File: src/rtl/dcps_pkg.sv
// ----------------------------------------------------------------------------
// dcps_pkg: shared types and constants for the DTMF code polarity switch
// Field widths, register indexes, event codes, line bit positions and
// register reset values used across the block.
// ----------------------------------------------------------------------------
`default_nettype none

package dcps_pkg;

    // Field widths
    localparam int CODE_W    = 20;
    localparam int DELAY_W   = 8;
    localparam int DIGIT_W   = 4;
    localparam int CNT_W     = 3;
    localparam int EVENT_W   = 3;
    localparam int LINES_W   = 4;
    localparam int CFG_IDX_W = 3;

    // Configuration register indexes
    localparam logic [CFG_IDX_W-1:0] REG_FIRST_CODE    = 3'd0;
    localparam logic [CFG_IDX_W-1:0] REG_SECOND_CODE   = 3'd1;
    localparam logic [CFG_IDX_W-1:0] REG_DIGIT_TIMEOUT = 3'd2;
    localparam logic [CFG_IDX_W-1:0] REG_INHIBIT_DELAY = 3'd3;
    localparam logic [CFG_IDX_W-1:0] REG_SWITCH_DELAY  = 3'd4;

    // Register reset values
    localparam logic [CODE_W-1:0]  RST_FIRST_CODE    = 20'h12345;
    localparam logic [CODE_W-1:0]  RST_SECOND_CODE   = 20'h54321;
    localparam logic [DELAY_W-1:0] RST_DIGIT_TIMEOUT = 8'd30;
    localparam logic [DELAY_W-1:0] RST_INHIBIT_DELAY = 8'd5;
    localparam logic [DELAY_W-1:0] RST_SWITCH_DELAY  = 8'd10;

    // Event codes
    localparam logic [EVENT_W-1:0] EV_NONE     = 3'd0;
    localparam logic [EVENT_W-1:0] EV_DIGIT    = 3'd1;
    localparam logic [EVENT_W-1:0] EV_TIMEOUT  = 3'd2;
    localparam logic [EVENT_W-1:0] EV_MISMATCH = 3'd3;
    localparam logic [EVENT_W-1:0] EV_FIRST    = 3'd4;
    localparam logic [EVENT_W-1:0] EV_SECOND   = 3'd5;
    localparam logic [EVENT_W-1:0] EV_ALREADY  = 3'd6;
    localparam logic [EVENT_W-1:0] EV_SWITCHED = 3'd7;

    // Bit positions in the line vector
    localparam int LN_FIRST   = 0;
    localparam int LN_SECOND  = 1;
    localparam int LN_INHIBIT = 2;
    localparam int LN_RELAY   = 3;

    // Reset value of the line vector: second enable on
    localparam logic [LINES_W-1:0] RST_LINES = 4'b0010;

    // Configuration set handed to the sequencer
    typedef struct packed {
        logic [CODE_W-1:0]  first_code;
        logic [CODE_W-1:0]  second_code;
        logic [DELAY_W-1:0] digit_timeout;
        logic [DELAY_W-1:0] inhibit_delay;
        logic [DELAY_W-1:0] switch_delay;
    } t_cfg;

    // One result item
    typedef struct packed {
        logic [EVENT_W-1:0] event_res;
        logic [CNT_W-1:0]   digits_held;
        logic [LINES_W-1:0] lines;
    } t_result;

endpackage

`default_nettype wire

File: src/rtl/dcps_cfg.sv
// ----------------------------------------------------------------------------
// dcps_cfg: configuration register file
// Holds the two codes and the three tick limits; written one register per
// transaction on the configuration channel.
// ----------------------------------------------------------------------------
`default_nettype none

module dcps_cfg (
    input  wire logic                           i_clk,
    input  wire logic                           i_rst_n,
    input  wire logic                           i_cfg_valid,
    output logic                                o_cfg_ready,
    input  wire logic [dcps_pkg::CFG_IDX_W-1:0] i_cfg_index,
    input  wire logic [dcps_pkg::CODE_W-1:0]    i_cfg_data,
    output dcps_pkg::t_cfg                      o_cfg
);

    dcps_pkg::t_cfg r_cfg;

    // Always able to take a write
    assign o_cfg_ready = 1'b1;
    assign o_cfg       = r_cfg;

    // Update the addressed register; drop writes to unknown indexes
    always_ff @(posedge i_clk) begin
        if (!i_rst_n) begin
            r_cfg.first_code    <= dcps_pkg::RST_FIRST_CODE;
            r_cfg.second_code   <= dcps_pkg::RST_SECOND_CODE;
            r_cfg.digit_timeout <= dcps_pkg::RST_DIGIT_TIMEOUT;
            r_cfg.inhibit_delay <= dcps_pkg::RST_INHIBIT_DELAY;
            r_cfg.switch_delay  <= dcps_pkg::RST_SWITCH_DELAY;
        end else if (i_cfg_valid) begin
            case (i_cfg_index)
                dcps_pkg::REG_FIRST_CODE:    r_cfg.first_code  <= i_cfg_data;
                dcps_pkg::REG_SECOND_CODE:   r_cfg.second_code <= i_cfg_data;
                dcps_pkg::REG_DIGIT_TIMEOUT: begin
                    r_cfg.digit_timeout <= i_cfg_data[dcps_pkg::DELAY_W-1:0];
                end
                dcps_pkg::REG_INHIBIT_DELAY: begin
                    r_cfg.inhibit_delay <= i_cfg_data[dcps_pkg::DELAY_W-1:0];
                end
                dcps_pkg::REG_SWITCH_DELAY: begin
                    r_cfg.switch_delay <= i_cfg_data[dcps_pkg::DELAY_W-1:0];
                end
                default: ;
            endcase
        end
    end

endmodule

`default_nettype wire

File: src/rtl/dcps_seq.sv
// ----------------------------------------------------------------------------
// dcps_seq: digit collector and switching sequencer
// Holds the entry, tick counter, phase and output lines, and works out the
// next state and the result for one transaction in a single pass.
// ----------------------------------------------------------------------------
`default_nettype none

module dcps_seq #(
    parameter int CODE_DIGITS = 5
) (
    input  wire logic                         i_clk,
    input  wire logic                         i_rst_n,
    input  wire logic                         i_step,
    input  wire logic                         i_cmd,
    input  wire logic [dcps_pkg::DIGIT_W-1:0] i_digit,
    input  wire dcps_pkg::t_cfg               i_cfg,
    output dcps_pkg::t_result                 o_result
);

    localparam int STORE_W = dcps_pkg::DIGIT_W * CODE_DIGITS;
    localparam logic [dcps_pkg::CNT_W-1:0] LAST_CNT = dcps_pkg::CNT_W'(CODE_DIGITS - 1);

    typedef enum logic [1:0] {
        PH_COLLECT,
        PH_INHIBIT,
        PH_SWITCH
    } t_phase;

    typedef struct packed {
        t_phase                           phase;
        logic [dcps_pkg::DELAY_W-1:0]     tick;
        logic [dcps_pkg::LINES_W-1:0]     lines;
        logic                             done;
    } t_adv;

    // Run the inhibit and switch waits as far as the tick count allows
    function automatic t_adv advance(
        input t_phase                       phase,
        input logic [dcps_pkg::DELAY_W-1:0] tick,
        input logic [dcps_pkg::LINES_W-1:0] lines,
        input logic                         tgt,
        input logic [dcps_pkg::DELAY_W-1:0] inh_delay,
        input logic [dcps_pkg::DELAY_W-1:0] sw_delay
    );
        t_adv a;
        a.phase = phase;
        a.tick  = tick;
        a.lines = lines;
        a.done  = 1'b0;
        if (a.phase == PH_INHIBIT && a.tick >= inh_delay) begin
            a.tick = '0;
            if (tgt) begin
                a.lines[dcps_pkg::LN_FIRST] = 1'b0;
            end else begin
                a.lines[dcps_pkg::LN_SECOND] = 1'b0;
            end
            a.lines[dcps_pkg::LN_RELAY] = 1'b1;
            a.phase = PH_SWITCH;
        end
        if (a.phase == PH_SWITCH && a.tick >= sw_delay) begin
            if (tgt) begin
                a.lines[dcps_pkg::LN_SECOND] = 1'b1;
            end else begin
                a.lines[dcps_pkg::LN_FIRST] = 1'b1;
            end
            a.phase = PH_COLLECT;
            a.tick  = '0;
            a.done  = 1'b1;
        end
        return a;
    endfunction

    t_phase                         r_phase, n_phase;
    logic [STORE_W-1:0]             r_store, n_store;
    logic [dcps_pkg::CNT_W-1:0]     r_cnt,   n_cnt;
    logic [dcps_pkg::DELAY_W-1:0]   r_tick,  n_tick;
    logic                           r_tgt,   n_tgt;
    logic [dcps_pkg::LINES_W-1:0]   r_lines, n_lines;
    logic [dcps_pkg::EVENT_W-1:0]   n_event;

    logic [dcps_pkg::DELAY_W-1:0]   tick_inc;
    logic [STORE_W-1:0]             shifted;
    logic                           hit_first;
    logic                           hit_second;
    logic                           line_on;
    t_adv                           adv_tick;
    t_adv                           adv_match;

    // Saturating tick increment and the entry with the new digit shifted in
    assign tick_inc   = (r_tick == '1) ? r_tick : r_tick + 1'b1;
    assign shifted    = STORE_W'({r_store, i_digit});
    assign hit_first  = (shifted == STORE_W'(i_cfg.first_code));
    assign hit_second = (shifted == STORE_W'(i_cfg.second_code));
    assign line_on    = hit_first ? r_lines[dcps_pkg::LN_FIRST] : r_lines[dcps_pkg::LN_SECOND];

    // Sequence step on a tick, and the sequence start right after a match
    always_comb begin
        logic [dcps_pkg::LINES_W-1:0] start_lines;
        start_lines = r_lines;
        start_lines[dcps_pkg::LN_INHIBIT] = 1'b1;
        adv_tick  = advance(r_phase, tick_inc, r_lines, r_tgt,
                            i_cfg.inhibit_delay, i_cfg.switch_delay);
        adv_match = advance(PH_INHIBIT, '0, start_lines, !hit_first,
                            i_cfg.inhibit_delay, i_cfg.switch_delay);
    end

    // Next state and event for one transaction
    always_comb begin
        n_phase = r_phase;
        n_store = r_store;
        n_cnt   = r_cnt;
        n_tick  = r_tick;
        n_tgt   = r_tgt;
        n_lines = r_lines;
        n_event = dcps_pkg::EV_NONE;
        if (i_cmd) begin
            case (r_phase)
                PH_COLLECT: begin
                    n_tick = tick_inc;
                    if (r_cnt != '0 && tick_inc >= i_cfg.digit_timeout) begin
                        n_store = '0;
                        n_cnt   = '0;
                        n_tick  = '0;
                        n_event = dcps_pkg::EV_TIMEOUT;
                    end
                end
                PH_INHIBIT, PH_SWITCH: begin
                    n_phase = adv_tick.phase;
                    n_tick  = adv_tick.tick;
                    n_lines = adv_tick.lines;
                    if (adv_tick.done) begin
                        n_event = dcps_pkg::EV_SWITCHED;
                    end
                end
                default: ;
            endcase
        end else if (r_phase == PH_COLLECT && i_digit != '0) begin
            n_tick = '0;
            if (r_cnt != LAST_CNT) begin
                n_store = shifted;
                n_cnt   = r_cnt + 1'b1;
                n_event = dcps_pkg::EV_DIGIT;
            end else begin
                // Entry complete: compare, first code wins a tie
                n_store = '0;
                n_cnt   = '0;
                if (!hit_first && !hit_second) begin
                    n_event = dcps_pkg::EV_MISMATCH;
                end else begin
                    n_tgt = !hit_first;
                    if (line_on) begin
                        n_event = dcps_pkg::EV_ALREADY;
                    end else begin
                        n_phase = adv_match.phase;
                        n_tick  = adv_match.tick;
                        n_lines = adv_match.lines;
                        if (adv_match.done) begin
                            n_event = dcps_pkg::EV_SWITCHED;
                        end else if (hit_first) begin
                            n_event = dcps_pkg::EV_FIRST;
                        end else begin
                            n_event = dcps_pkg::EV_SECOND;
                        end
                    end
                end
            end
        end
    end

    assign o_result.event_res   = n_event;
    assign o_result.digits_held = n_cnt;
    assign o_result.lines       = n_lines;

    // Hold state; advance on each accepted transaction
    always_ff @(posedge i_clk) begin
        if (!i_rst_n) begin
            r_phase <= PH_COLLECT;
            r_store <= '0;
            r_cnt   <= '0;
            r_tick  <= '0;
            r_tgt   <= 1'b0;
            r_lines <= dcps_pkg::RST_LINES;
        end else if (i_step) begin
            r_phase <= n_phase;
            r_store <= n_store;
            r_cnt   <= n_cnt;
            r_tick  <= n_tick;
            r_tgt   <= n_tgt;
            r_lines <= n_lines;
        end
    end

    // Inhibit is up whenever a switching sequence runs
    a_inhibit_in_seq: assert property (@(posedge i_clk) disable iff (!i_rst_n)
        r_phase != PH_COLLECT |-> r_lines[dcps_pkg::LN_INHIBIT])
        else $error("switching sequence without inhibit");

    // The two enables are never on together
    a_enables_excl: assert property (@(posedge i_clk) disable iff (!i_rst_n)
        !(r_lines[dcps_pkg::LN_FIRST] && r_lines[dcps_pkg::LN_SECOND]))
        else $error("both enables on");

    // No digits pend while switching
    a_no_digits_in_seq: assert property (@(posedge i_clk) disable iff (!i_rst_n)
        r_phase != PH_COLLECT |-> r_cnt == '0)
        else $error("digits held during switching");

    // Digit count stays below a full entry
    a_cnt_range: assert property (@(posedge i_clk) disable iff (!i_rst_n)
        r_cnt <= LAST_CNT)
        else $error("digit count out of range");

endmodule

`default_nettype wire

File: src/rtl/dtmf_code_polarity_switch_core.sv
// ----------------------------------------------------------------------------
// dtmf_code_polarity_switch_core: DTMF code polarity switch, top level
// Collects digit codes, matches full entries against two codes and steps
// the inhibit / relay / enable switching sequence on timer ticks.
// ----------------------------------------------------------------------------
// Usage:
//   Input stream: tuser = cmd (0 digit strobe, 1 timer tick), tdata[3:0] =
//   digit code. Every input transaction yields exactly one result transaction
//   carrying the four output lines, the digits held and an event code.
//   The result register loads at the edge that accepts the input.
//   Throughput is one transaction per cycle while results are taken; the whole
//   state update is one pass of logic between the state and result registers.
//   While the receiver stalls, a pending result holds and the input side takes
//   no new transaction until that result is taken; with the result taken in
//   the same cycle, input continues without a gap.
//   Reset (synchronous, active low) loads the default codes and delays,
//   clears the entry and tick counter, turns on the second enable only and
//   empties the result register.
//   Configuration writes take effect at the edge that accepts them; the user
//   must make them while the stream is idle, which the block does not enforce.
// ----------------------------------------------------------------------------
`default_nettype none

module dtmf_code_polarity_switch_core #(
    parameter int CODE_DIGITS = 5
) (
    input  wire logic        i_clk,
    input  wire logic        i_rst_n,
    // Input stream
    input  wire logic        i_s_axis_tvalid,
    output logic             o_s_axis_tready,
    input  wire logic [7:0]  i_s_axis_tdata,   // [3:0] digit, [7:4] zero
    input  wire logic        i_s_axis_tuser,   // [0] cmd
    // Result stream
    output logic             o_m_axis_tvalid,
    input  wire logic        i_m_axis_tready,
    output logic [15:0]      o_m_axis_tdata,   // [0] first_enable, [1] second_enable,
                                               // [2] inhibit_line, [3] relay_disable,
                                               // [6:4] digits_held, [9:7] event_res,
                                               // [15:10] zero
    // Configuration write channel
    input  wire logic                            i_cfg_valid,
    output logic                                 o_cfg_ready,
    input  wire logic [dcps_pkg::CFG_IDX_W-1:0]  i_cfg_index,
    input  wire logic [dcps_pkg::CODE_W-1:0]     i_cfg_data
);

    dcps_pkg::t_cfg    cfg;
    dcps_pkg::t_result result;
    logic              in_accept;
    logic              cfg_write;

    logic              r_out_valid;
    dcps_pkg::t_result r_out;

    // Take a new transaction when the result register is free or draining
    assign o_s_axis_tready = !r_out_valid || i_m_axis_tready;
    assign in_accept       = i_s_axis_tvalid && o_s_axis_tready;
    assign cfg_write       = i_cfg_valid && o_cfg_ready;

    dcps_cfg u_cfg (
        .i_clk       (i_clk),
        .i_rst_n     (i_rst_n),
        .i_cfg_valid (i_cfg_valid),
        .o_cfg_ready (o_cfg_ready),
        .i_cfg_index (i_cfg_index),
        .i_cfg_data  (i_cfg_data),
        .o_cfg       (cfg)
    );

    dcps_seq #(
        .CODE_DIGITS (CODE_DIGITS)
    ) u_seq (
        .i_clk    (i_clk),
        .i_rst_n  (i_rst_n),
        .i_step   (in_accept),
        .i_cmd    (i_s_axis_tuser),
        .i_digit  (i_s_axis_tdata[dcps_pkg::DIGIT_W-1:0]),
        .i_cfg    (cfg),
        .o_result (result)
    );

    // Result register: load on accept, drop when taken
    always_ff @(posedge i_clk) begin
        if (!i_rst_n) begin
            r_out_valid <= 1'b0;
        end else if (in_accept) begin
            r_out_valid <= 1'b1;
        end else if (i_m_axis_tready) begin
            r_out_valid <= 1'b0;
        end
    end

    always_ff @(posedge i_clk) begin
        if (in_accept) begin
            r_out <= result;
        end
    end

    assign o_m_axis_tvalid = r_out_valid;
    assign o_m_axis_tdata  = {6'd0, r_out.event_res, r_out.digits_held, r_out.lines};

    // An accepted transaction always leaves a result pending
    a_accept_loads: assert property (@(posedge i_clk) disable iff (!i_rst_n)
        in_accept |=> r_out_valid)
        else $error("accepted transaction left no result");

    // Configuration is written only with no result pending
    a_cfg_idle: assert property (@(posedge i_clk) disable iff (!i_rst_n)
        cfg_write |-> !r_out_valid && !in_accept)
        else $error("configuration write while busy");

    // A stalled result is not overwritten
    a_stall_holds: assert property (@(posedge i_clk) disable iff (!i_rst_n)
        r_out_valid && !i_m_axis_tready |-> !in_accept)
        else $error("stalled result overwritten");

endmodule

`default_nettype wire

File: config.mk
export PLATFORM = sky130hd
export DESIGN_NAME = dtmf_code_polarity_switch_core
export DESIGN_NICKNAME = d
export VERILOG_FILES = /design/src/rtl/dcps_pkg.sv /design/src/rtl/dcps_cfg.sv /design/src/rtl/dcps_seq.sv /design/src/rtl/dtmf_code_polarity_switch_core.sv
export SDC_FILE = /design/constraint.sdc
export NUM_CORES = 1
export LEC_CHECK = 0
export BUFFER_PORTS_ARGS = -buffer_cell sky130_fd_sc_hd__buf_2
export CAP_MARGIN = 20
export CORE_ASPECT_RATIO = 1.25
export CORE_MARGIN = 5
export CORE_UTILIZATION = 42
export DETAILED_ROUTE_END_ITERATION = 10
export GPL_TIMING_DRIVEN = 0
export SLEW_MARGIN = 20
export SYNTH_ARGS = -nofsm -noshare
export SYNTH_HDL_FRONTEND = slang
export SYNTH_SLANG_ARGS = --single-unit
File: constraint.sdc
create_clock -name i_clk -period 6.4 [get_ports i_clk]
set_clock_uncertainty 0.2 [all_clocks]
set_input_delay 0 -clock i_clk [delete_from_list [all_inputs] [get_ports i_clk]]
set_output_delay 0 -clock i_clk [all_outputs]
set_load 0.02 [all_outputs]
**Yosys cells after proc, flatten, opt, wreduce, memory -nomap -nowiden**

Cells that the tools add are included.

- Register bits: 109
- Output and inout bits: 19

- Add/subtract/negate cells: 2
- Order comparisons: 5
- Equality and inequality tests: 19
- Muxes and demuxes: 59
- Bitwise gates (word level): 3
- Reduce and logical (&&, ||, !) cells: 27

Operators by type and width:

| operator | count |
|---|---|
| $mux 16 | 5 |
| $mux 8 | 7 |
| $mux 3 | 14 |
| $eq 20x20->1 | 2 |
| $ge 8x8->1 | 4 |
| $mux 4 | 6 |
| $mux 11 | 2 |
| $mux 10 | 2 |
| $mux 2 | 9 |
| $pmux 8 s2 | 1 |
| $mux 1 | 12 |
| $reduce_and 2->1 | 5 |
| $add 8x1->8 const B | 1 |
| $eq 8x8->1 const B | 1 |
| $ge 1x8->1 const A | 1 |
| $logic_and 1x1->1 | 7 |
| $eq 2x2->1 const B | 3 |
| $eq 3x2->1 const B | 2 |
| $ne 2x1->1 const B | 3 |
| $ne 2x2->1 const B | 3 |
| $pmux 3 s2 | 1 |
| $reduce_and 6->1 | 1 |
| $reduce_and 5->1 | 1 |
| $reduce_and 4->1 | 1 |
| 16 further kinds | 21 |

**Depth between registers and ports, before layout**

Gate-level depths: netlist of the first run.

- Depth after elaboration: 11
- Mapped depth: 21
- Gate-level depth less buffers: 19

**Modules after synthesis**

From an unflattened synthesis of the first run, not the netlist that was laid out.

- Cell total of the unflattened synthesis: 682
- Area total of the unflattened synthesis: 6,128.4 µm²

By module, submodules not included:

| module | times used | cells an instance | area an instance (µm²) | seq. area each (µm²) |
|---|---|---|---|---|
| dcps_seq | 1 | 411 | 3,170.5 | 680.7 |
| dcps_cfg | 1 | 249 | 2,551.2 | 1,281.2 |
| dtmf_code_polarity_switch_core | 1 | 22 | 406.6 | 320.3 |

**Worst setup path after synthesis of the first run**

Ideal clock, no wire load.

- Path kind: register to register
- Start: register u_seq.r_tick[0] (netlist name)
- End: register r_out (netlist bit o_m_axis_tdata[8]), data pin
- Data arrival time: 4.107 ns
- Required time: 5.935 ns
- Setup slack: 1.827 ns
- Cell stages (with the launch flop): 20
- Buffers on the path: 2
- Cells stage by stage: dfxtp_1 -> ha_1 -> and3_1 -> clkbuf_1 -> nand3_1 -> xnor2_1 -> ha_1 -> nand2b_4 -> a2111o_1 -> a32oi_2 -> buf_4 -> and2_2 -> ha_1 -> a211o_1 -> a31oi_1 -> o311a_2 -> a21oi_1 -> a22oi_1 -> nor3_1 -> or3_1

RTL lines:

| item | line | RTL |
|---|---|---|
| start, declared | dcps_seq.sv:76 | `logic [dcps_pkg::DELAY_W-1:0] r_tick, n_tick;` |
| start signal, assigned | dcps_seq.sv:187 | `r_tick <= n_tick;` |
| end signal, assigned | dtmf_code_polarity_switch_core.sv:96 | `r_out <= result;` |
| end, declared | dtmf_code_polarity_switch_core.sv:54 | `dcps_pkg::t_result r_out;` |

**Worst setup path in the final report of the first run**

- Start: register u_seq.r_tick[0] (netlist name)
- End: register u_seq.r_tick[0] (netlist name)

- Longest elaborated chain between the ends: 10
- Elaborated cells on any way between the ends: 15
- Classes of those cells: add/sub (1); order compare (3); eq/ne (2); mux (6); reduce/logical (3)

Ends and longest elaborated chain:

| item | line | RTL |
|---|---|---|
| $add 8x1->8 or $eq 8x8->1 (tied branches) | dcps_seq.sv:90 | `assign tick_inc = (r_tick == '1) ? r_tick : r_tick + 1'b1;` |
| $mux 8 * | dcps_seq.sv:90 |  |
| $ge 8x8->1 | dcps_seq.sv:50 | `if (a.phase == PH_INHIBIT && a.tick >= inh_delay) begin` |
| $logic_and 1x1->1 | dcps_seq.sv:50 |  |
| $mux 11 | dcps_seq.sv:50 |  |
| $ge 8x8->1 or $eq 2x2->1 (tied branches) | dcps_seq.sv:60 | `if (a.phase == PH_SWITCH && a.tick >= sw_delay) begin` |
| $logic_and 1x1->1 | dcps_seq.sv:60 |  |
| $mux 10 | dcps_seq.sv:60 |  |
| $pmux 8 s2 * | dcps_seq.sv:117 | `case (r_phase)` |
| $mux 8 * | dcps_seq.sv:116 | `if (i_cmd) begin` |

Every way passes the cells marked *; elsewhere a longest branch is shown, timed or not.
A chain may end at the register's enable or synchronous reset.

==> results.sh, run 1 <==
export IMPL_async_flop_share_pct=0
export IMPL_drc=0
export IMPL_worst_pin_slew_ns=0.805
export IMPL_first_pass_iters=5
export IMPL_r2r_start="u_seq.r_tick[0]$_SDFFE_PN0P_"
export IMPL_r2r_cells=19
export IMPL_worst_slack_ns=1.04
export IMPL_endpoint="u_seq.r_tick[0]$_SDFFE_PN0P_"
export IMPL_antenna_found_initial=0
export IMPL_synth_common_cells="nand2_1 (154), dfxtp_1 (99), a21oi_1 (59), xnor2_1 (42), inv_1 (37)"
export IMPL_arrival_ns=5.43
export IMPL_clk_pin_slew_worst_paths_ns=0.07
export IMPL_p_leak_nw=2.68
export IMPL_antenna_cells=0
export IMPL_worstReg2RegEnd="u_seq.r_tick[0]$_SDFFE_PN0P_"
export IMPL_use_met1_pct=24.3
export IMPL_io_buffers=44
export IMPL_synth_ff_type="dfxtp_1"
export IMPL_ys_warn_count=0
export IMPL_synth_seq_cells=109
export IMPL_root_buffer="clkbuf_16"
export IMPL_vias=4969
export IMPL_startpoint_type="register"
export IMPL_numCtsBuffers=9
export IMPL_dpl_instance_area_mm2=0.00606
export IMPL_gr_max_usage_layer="met2"
export IMPL_ant_nets=0
export IMPL_gp_congestion=0.891
export IMPL_grt_pass1_vias=4884
export IMPL_synth_edf_count=10
export IMPL_grt_pass1_wl_um=24300
export IMPL_yosys_top_cells_area="dfxtp_1 (35%), nand2_1 (10%), ha_1 (6.7%), xnor2_1 (6.6%), edfxtp_1 (5.4%)"
export IMPL_final_layout_size_suffix_gt1_share_pct=12.2
export IMPL_synth_cell_types=62
export IMPL_cts_buffer_depth=2
export IMPL_avgSynthCellArea_um2=8.30
export IMPL_worstSetupPathType="register to register"
export IMPL_die_h_um=139
export IMPL_dpl_worst_slack_ns=1.05
export IMPL_status="completed"
export IMPL_grt_max_degree=19
export IMPL_maxCapViolCount=0
export IMPL_pin_count=56
export IMPL_hold_class="primary input to register"
export IMPL_vias_per_cell=5.28
export IMPL_postCtsSetupRepairBufs=0
export IMPL_met3_usage_pct=2.49
export IMPL_power_density_mw_per_mm2=211
export IMPL_nNetsFinal=833
export IMPL_clock_latency_ns=0.34
export IMPL_report_final_setup_viol=0
export IMPL_dr_first_iter_drc_count=324
export IMPL_period_needed_ns=5.36
export IMPL_cts_sinks=109
export IMPL_finalWirelength_um=14700
export IMPL_htreeDepth=3
export IMPL_slew_headroom_pct=45.9
export IMPL_syn_to_final_growth_pct=18.8
export IMPL_dpl_hpwl_um=11300
export IMPL_regToRegSetupSlack_ns=1.04
export IMPL_use_met2_pct=32.3
export IMPL_grt_overflow=0
export IMPL_worst_ep_required_time_ns=6.46
export IMPL_netlist_area_mm2=0.00560
export IMPL_final_area_mm2=0.00666
export IMPL_endpoint_kind="register"
export IMPL_fillers=1311
export IMPL_tns_ns=0
export IMPL_cts_tree="built"
export IMPL_row_count=47
export IMPL_timing_final_crit_share_pct=83.8
export IMPL_hold_viol=0
export IMPL_post_cts_resized=0
export IMPL_crit_fanout=10
export IMPL_synth_area_leader_cell="dfxtp_1"
export IMPL_ir_drop_mv=0.157
export IMPL_wl_per_cell_um=15.6
export IMPL_syn_inst=675
export IMPL_grt_usage_pct=19.2
export IMPL_whs_ns=0.000632
export IMPL_maxSlewViolCount=0
export IMPL_cp_startpoint="u_seq.r_tick[0]$_SDFFE_PN0P_"
export IMPL_yosysMostFrequentCell="nand2_1"
export IMPL_rsz0062_at_grt="no"
export IMPL_dieArea_mm2=0.0158
export IMPL_start_util_pct=42.5
export IMPL_core_mm2=0.0132
export IMPL_die_x_um=113
export IMPL_netlist_area_leader_share_pct=35.4
export IMPL_ys_seq_area_share_pct=40.7
export IMPL_timing_fmax_ghz=0.187
export IMPL_p_total_mw=1.41
[final cells by class]
cell class                      count  area, um^2  area share (%)
Sequential cell                   109        2280            34.3
Clock buffer                       10         250            3.76
Inverter                           37         139            2.09
Timing Repair Buffer               75         531            7.97
Buffer                             35         171            2.57
Clock inverter                      5        42.5           0.639
Multi-Input combinational cell    499        3030            45.5
Tap cell                          171         214            3.21
[cell usage in the layout (no fill, tap or decap), types with 11 or more instances in the layout]
cell type | Yosys | routed
a21oi_1 | 59 | 59
a22o_1 | 17 | 17
buf_2 | 2 | 46
clkbuf_1 | 23 | 23
dfxtp_1 | 99 | 99
dlygate4sd3_1 | 0 | 31
ha_1 | 30 | 30
inv_1 | 37 | 37
nand2_1 | 154 | 154
nand3_1 | 33 | 33
nand4_1 | 16 | 16
nor2_1 | 30 | 30
o211ai_1 | 11 | 11
xnor2_1 | 42 | 42
[kinds of logic after synthesis]
group                    share of synthesized area [%]
AO/OA/AOI/OAI                                     17.1
XOR/XNOR                                          6.57
adder cells (fa/ha/maj)                           6.70
buffers and inverters                             5.54
flip-flops                                        40.7
multiplexers                                     0.893
other                                            0.134
AND/OR/NAND/NOR                                   22.3
[through the flow]
stage,utilization [%],std cells
finish,50.6,941
detailed placement,46.0,895
global placement,46.0,895
global route,50.6,941
floorplan,-,680
CTS,50.6,941
[report_power, final]
part | leakage, nW | switching [mW] | internal [mW]
logic | 1.64 | 0.0851 | 0.0615
registers | 0.900 | 0.0137 | 0.706
clock network | 0.140 | 0.252 | 0.289
total | 2.68 | 0.351 | 1.06
[metal layers]
layer,up-vias,share of wire (%),wire length [um]
li1,2506,-,-
met4,0,3.3,491
met1,2308,44,6440
met5,-,0,0
met2,126,49,7130
met3,29,4.1,597
[state kept, by name (all words and copies together), names as in the netlist]
name / cells
o_m_axis_tdata: 10
o_m_axis_tvalid: 1
u_cfg.o_cfg: 64
u_seq.r_cnt: 3
u_seq.r_lines: 4
u_seq.r_phase: 2
u_seq.r_store: 16
u_seq.r_tgt: 1
u_seq.r_tick: 8
[worst min path at each step]
stage	from	endpoint	slack [ns]	cells past startpoint
detailed placement	i_cfg_data[9]	u_cfg.o_cfg[53]$_SDFFE_PN1P_	0.03	3
finish	i_rst_n	u_seq.r_phase[0]$_SDFFE_PN0P_	0.0006	5
global placement	i_cfg_data[9]	u_cfg.o_cfg[53]$_SDFFE_PN1P_	0.02	3
CTS	i_rst_n	u_seq.r_phase[0]$_SDFFE_PN0P_	0.001	5
floorplan	i_cfg_data[0]	u_cfg.o_cfg[24]$_SDFFE_PN1P_	-0.08	2
global route	i_rst_n	u_seq.r_phase[0]$_SDFFE_PN0P_	0.04	5
[critical path: stages (launching register included)]
cell and delay, ns:
dfxtp_1 0.44, ha_1 0.24, and3_1 0.17, clkbuf_1 0.18
nand3_1 0.30, xnor2_1 0.43, ha_1 0.31, nand2b_4 0.14
a2111o_1 0.44, a32oi_2 0.30, buf_4 0.23, and2_2 0.15
ha_1 0.23, a211o_1 0.26, a31oi_1 0.16, o311a_2 0.26
o21ai_2 0.08, o32ai_4 0.47, nand3_2 0.11, a31oi_1 0.18
[what timing repair did]
item                       4_1_cts  5_1_grt
hold buffers                    31        0
setup endpoints to repair        0        0
hold endpoints to repair        70        0
No activity file was read; power rests on OpenSTA's default activity.
==> run 2, diff against run 1 <==
- clock period: 6.4 -> 5.3 ns (I/O delays scaled with it)
==> run 2 against run 1 <==
- clock power is 21% higher
- first-iteration DRC count is 13% lower
- via count is 0.22% lower
- die area stayed put
- combinational power is 22% higher
- total power is 21% higher
- flip-flop and latch count stayed put
- non-clock buffer count stayed put
- global-route usage hardly changed
- critical endpoint unchanged
- largest cell class unchanged
- largest power group unchanged
==> results.sh, run 2 (same netlist as run 1, synthesis figures left out) <==
export IMPL_row_count=47
export IMPL_root_buffer="clkbuf_16"
export IMPL_routedLengthMet1_um=6320
export IMPL_ir_drop_mv=0.190
export IMPL_regToRegSetupSlack_ns=0.38
export IMPL_maxSlewViolCount=0
export IMPL_mostFrequentLayoutCell="nand2_1"
export IMPL_vias_per_cell=5.27
export IMPL_wl_met3_um=718
export IMPL_largest_reg_flops=64
export IMPL_layout_common_cells="nand2_1 (154), dfxtp_1 (98), a21oi_1 (59)"
export IMPL_endpoint_kind="register"
export IMPL_worst_ep_required_time_ns=5.36
export IMPL_syn_to_final_growth_pct=19.7
export IMPL_core_mm2=0.0132
export IMPL_pin_count=56
export IMPL_cts_tree="built"
export IMPL_top_layer_used="met4"
export IMPL_status="completed"
export IMPL_wl_met2_um=7250
export IMPL_antenna_cells=0
export IMPL_dieArea_mm2=0.0158
export IMPL_report_final_setup_viol=0
export IMPL_worst_pin_slew_ns=0.825
export IMPL_grt_max_degree=19
export IMPL_period_needed_ns=4.92
export IMPL_vias=4958
export IMPL_gp_congestion=0.891
export IMPL_cts_sinks=109
export IMPL_crit_fanout=10
export IMPL_clock_latency_ns=0.34
export IMPL_utilization_pct=50.9
export IMPL_final_layout_size_suffix_gt1_share_pct=12.7
export IMPL_nNetsFinal=833
export IMPL_wl_per_cell_um=15.7
export IMPL_cts_buffer_depth=2
export IMPL_tns_ns=0
export IMPL_hold_viol=0
export IMPL_rsz0062_at_grt="no"
export IMPL_finalWirelength_um=14700
export IMPL_p_total_mw=1.70
export IMPL_worstSetupPathType="register to register"
export IMPL_arrival_ns=4.98
export IMPL_clk_pin_slew_worst_paths_ns=0.07
export IMPL_grt_overflow=0
export IMPL_fillers=1306
export IMPL_maxCapViolCount=0
export IMPL_multi_input_area_mm2=0.00306
export IMPL_dr_first_iter_drc_count=281
export IMPL_grt_pass1_vias=4893
export IMPL_grt_usage_pct=19.2
export IMPL_first_pass_iters=5
export IMPL_ant_nets=0
export IMPL_antenna_found_initial=0
export IMPL_timing_final_crit_share_pct=92.8
export IMPL_power_density_mw_per_mm2=254
export IMPL_grt_pass1_wl_um=24300
export IMPL_drc=0
export IMPL_die_h_um=139
export IMPL_p_leak_nw=2.69
export IMPL_slew_headroom_pct=45.0
export IMPL_die_x_um=113
export IMPL_timing_fmax_ghz=0.203
export IMPL_whs_ns=0.0000233
export IMPL_startpoint_type="register"
export IMPL_regArea_mm2=0.00228
export IMPL_htreeDepth=3
export IMPL_dpl_hpwl_um=11300
export IMPL_numCtsBuffers=9
export IMPL_start_util_pct=42.5
export IMPL_hold_class="primary input to register"
export IMPL_io_buffers=44
## run 2: changes by cell type in the layout (fill, tap and decap cells not counted)
cell      before  now
xnor2_4        0    1
xnor2_1       42   41
nand3_1       33   32
dfxtp_2        0    1
nand3_4        0    1
dfxtp_1       99   98
buf_12         0    1
clkbuf_1      23   22
## run 2: area by class of cell
cell class,instances,share of cell area (%)
Multi-Input combinational cell,499,45.6
Sequential cell,109,34.0
Timing Repair Buffer,76,8.21
Clock buffer,10,3.73
Tap cell,171,3.19
Buffer,34,2.50
Inverter,37,2.07
Clock inverter,5,0.634
## run 2: critical path: stages (launching register included)
cell and delay, ns:
dfxtp_2 0.43, ha_1 0.24, and3_1 0.30, nand3_4 0.19
xnor2_4 0.22, ha_1 0.26, nand2b_4 0.14, a2111o_1 0.44
a32oi_2 0.30, buf_4 0.22, and2_2 0.15, ha_1 0.23
a211o_1 0.26, a31oi_1 0.16, o311a_2 0.26, o21ai_2 0.09
o32ai_4 0.31, buf_12 0.17, nand3_2 0.07, a31oi_1 0.18
## run 2: worst paths after layout
kind,startpoint,to,cells past startpoint
max reg2reg,u_seq.r_tick[0]$_SDFFE_PN0P_,u_seq.r_tick[0]$_SDFFE_PN0P_,19
min reg2reg,u_cfg.o_cfg[23]$_SDFFE_PN0P_,u_cfg.o_cfg[23]$_SDFFE_PN0P_,2
min,i_rst_n,u_seq.r_phase[0]$_SDFFE_PN0P_,5
max,u_seq.r_tick[0]$_SDFFE_PN0P_,u_seq.r_tick[0]$_SDFFE_PN0P_,19
## run 2: metrics by stage
stage / cells / setup slack (ns) / instance area, um^2
6_report: 941 / 0.383 / 6710
3_5_place_dp: 895 / -0.0474 / 6060
2_1_floorplan: 680 / 0.727 / 5620
3_3_place_gp: 895 / 0.0392 / 6060
5_1_grt: 941 / 0.0763 / 6710
4_1_cts: 942 / 0.0248 / 6690
## run 2: per-layer routing
layer,GRT usage (%),vias up
met3,2.49,26
met4,8.67,0
met1,24.3,2304
li1,-,2507
met5,0,-
met2,32.3,121
## run 2: timing repair
item,4_1_cts,5_1_grt
pin swaps,1,0
resized for setup,1,4
setup buffers,1,0
hold buffers,31,0
setup endpoints to repair,9,15
hold endpoints to repair,70,0
## run 2: power by group
group / internal (mW) / switching, mW
clock network: 0.349 / 0.305
registers: 0.852 / 0.0169
logic: 0.0766 / 0.103
total: 1.28 / 0.425
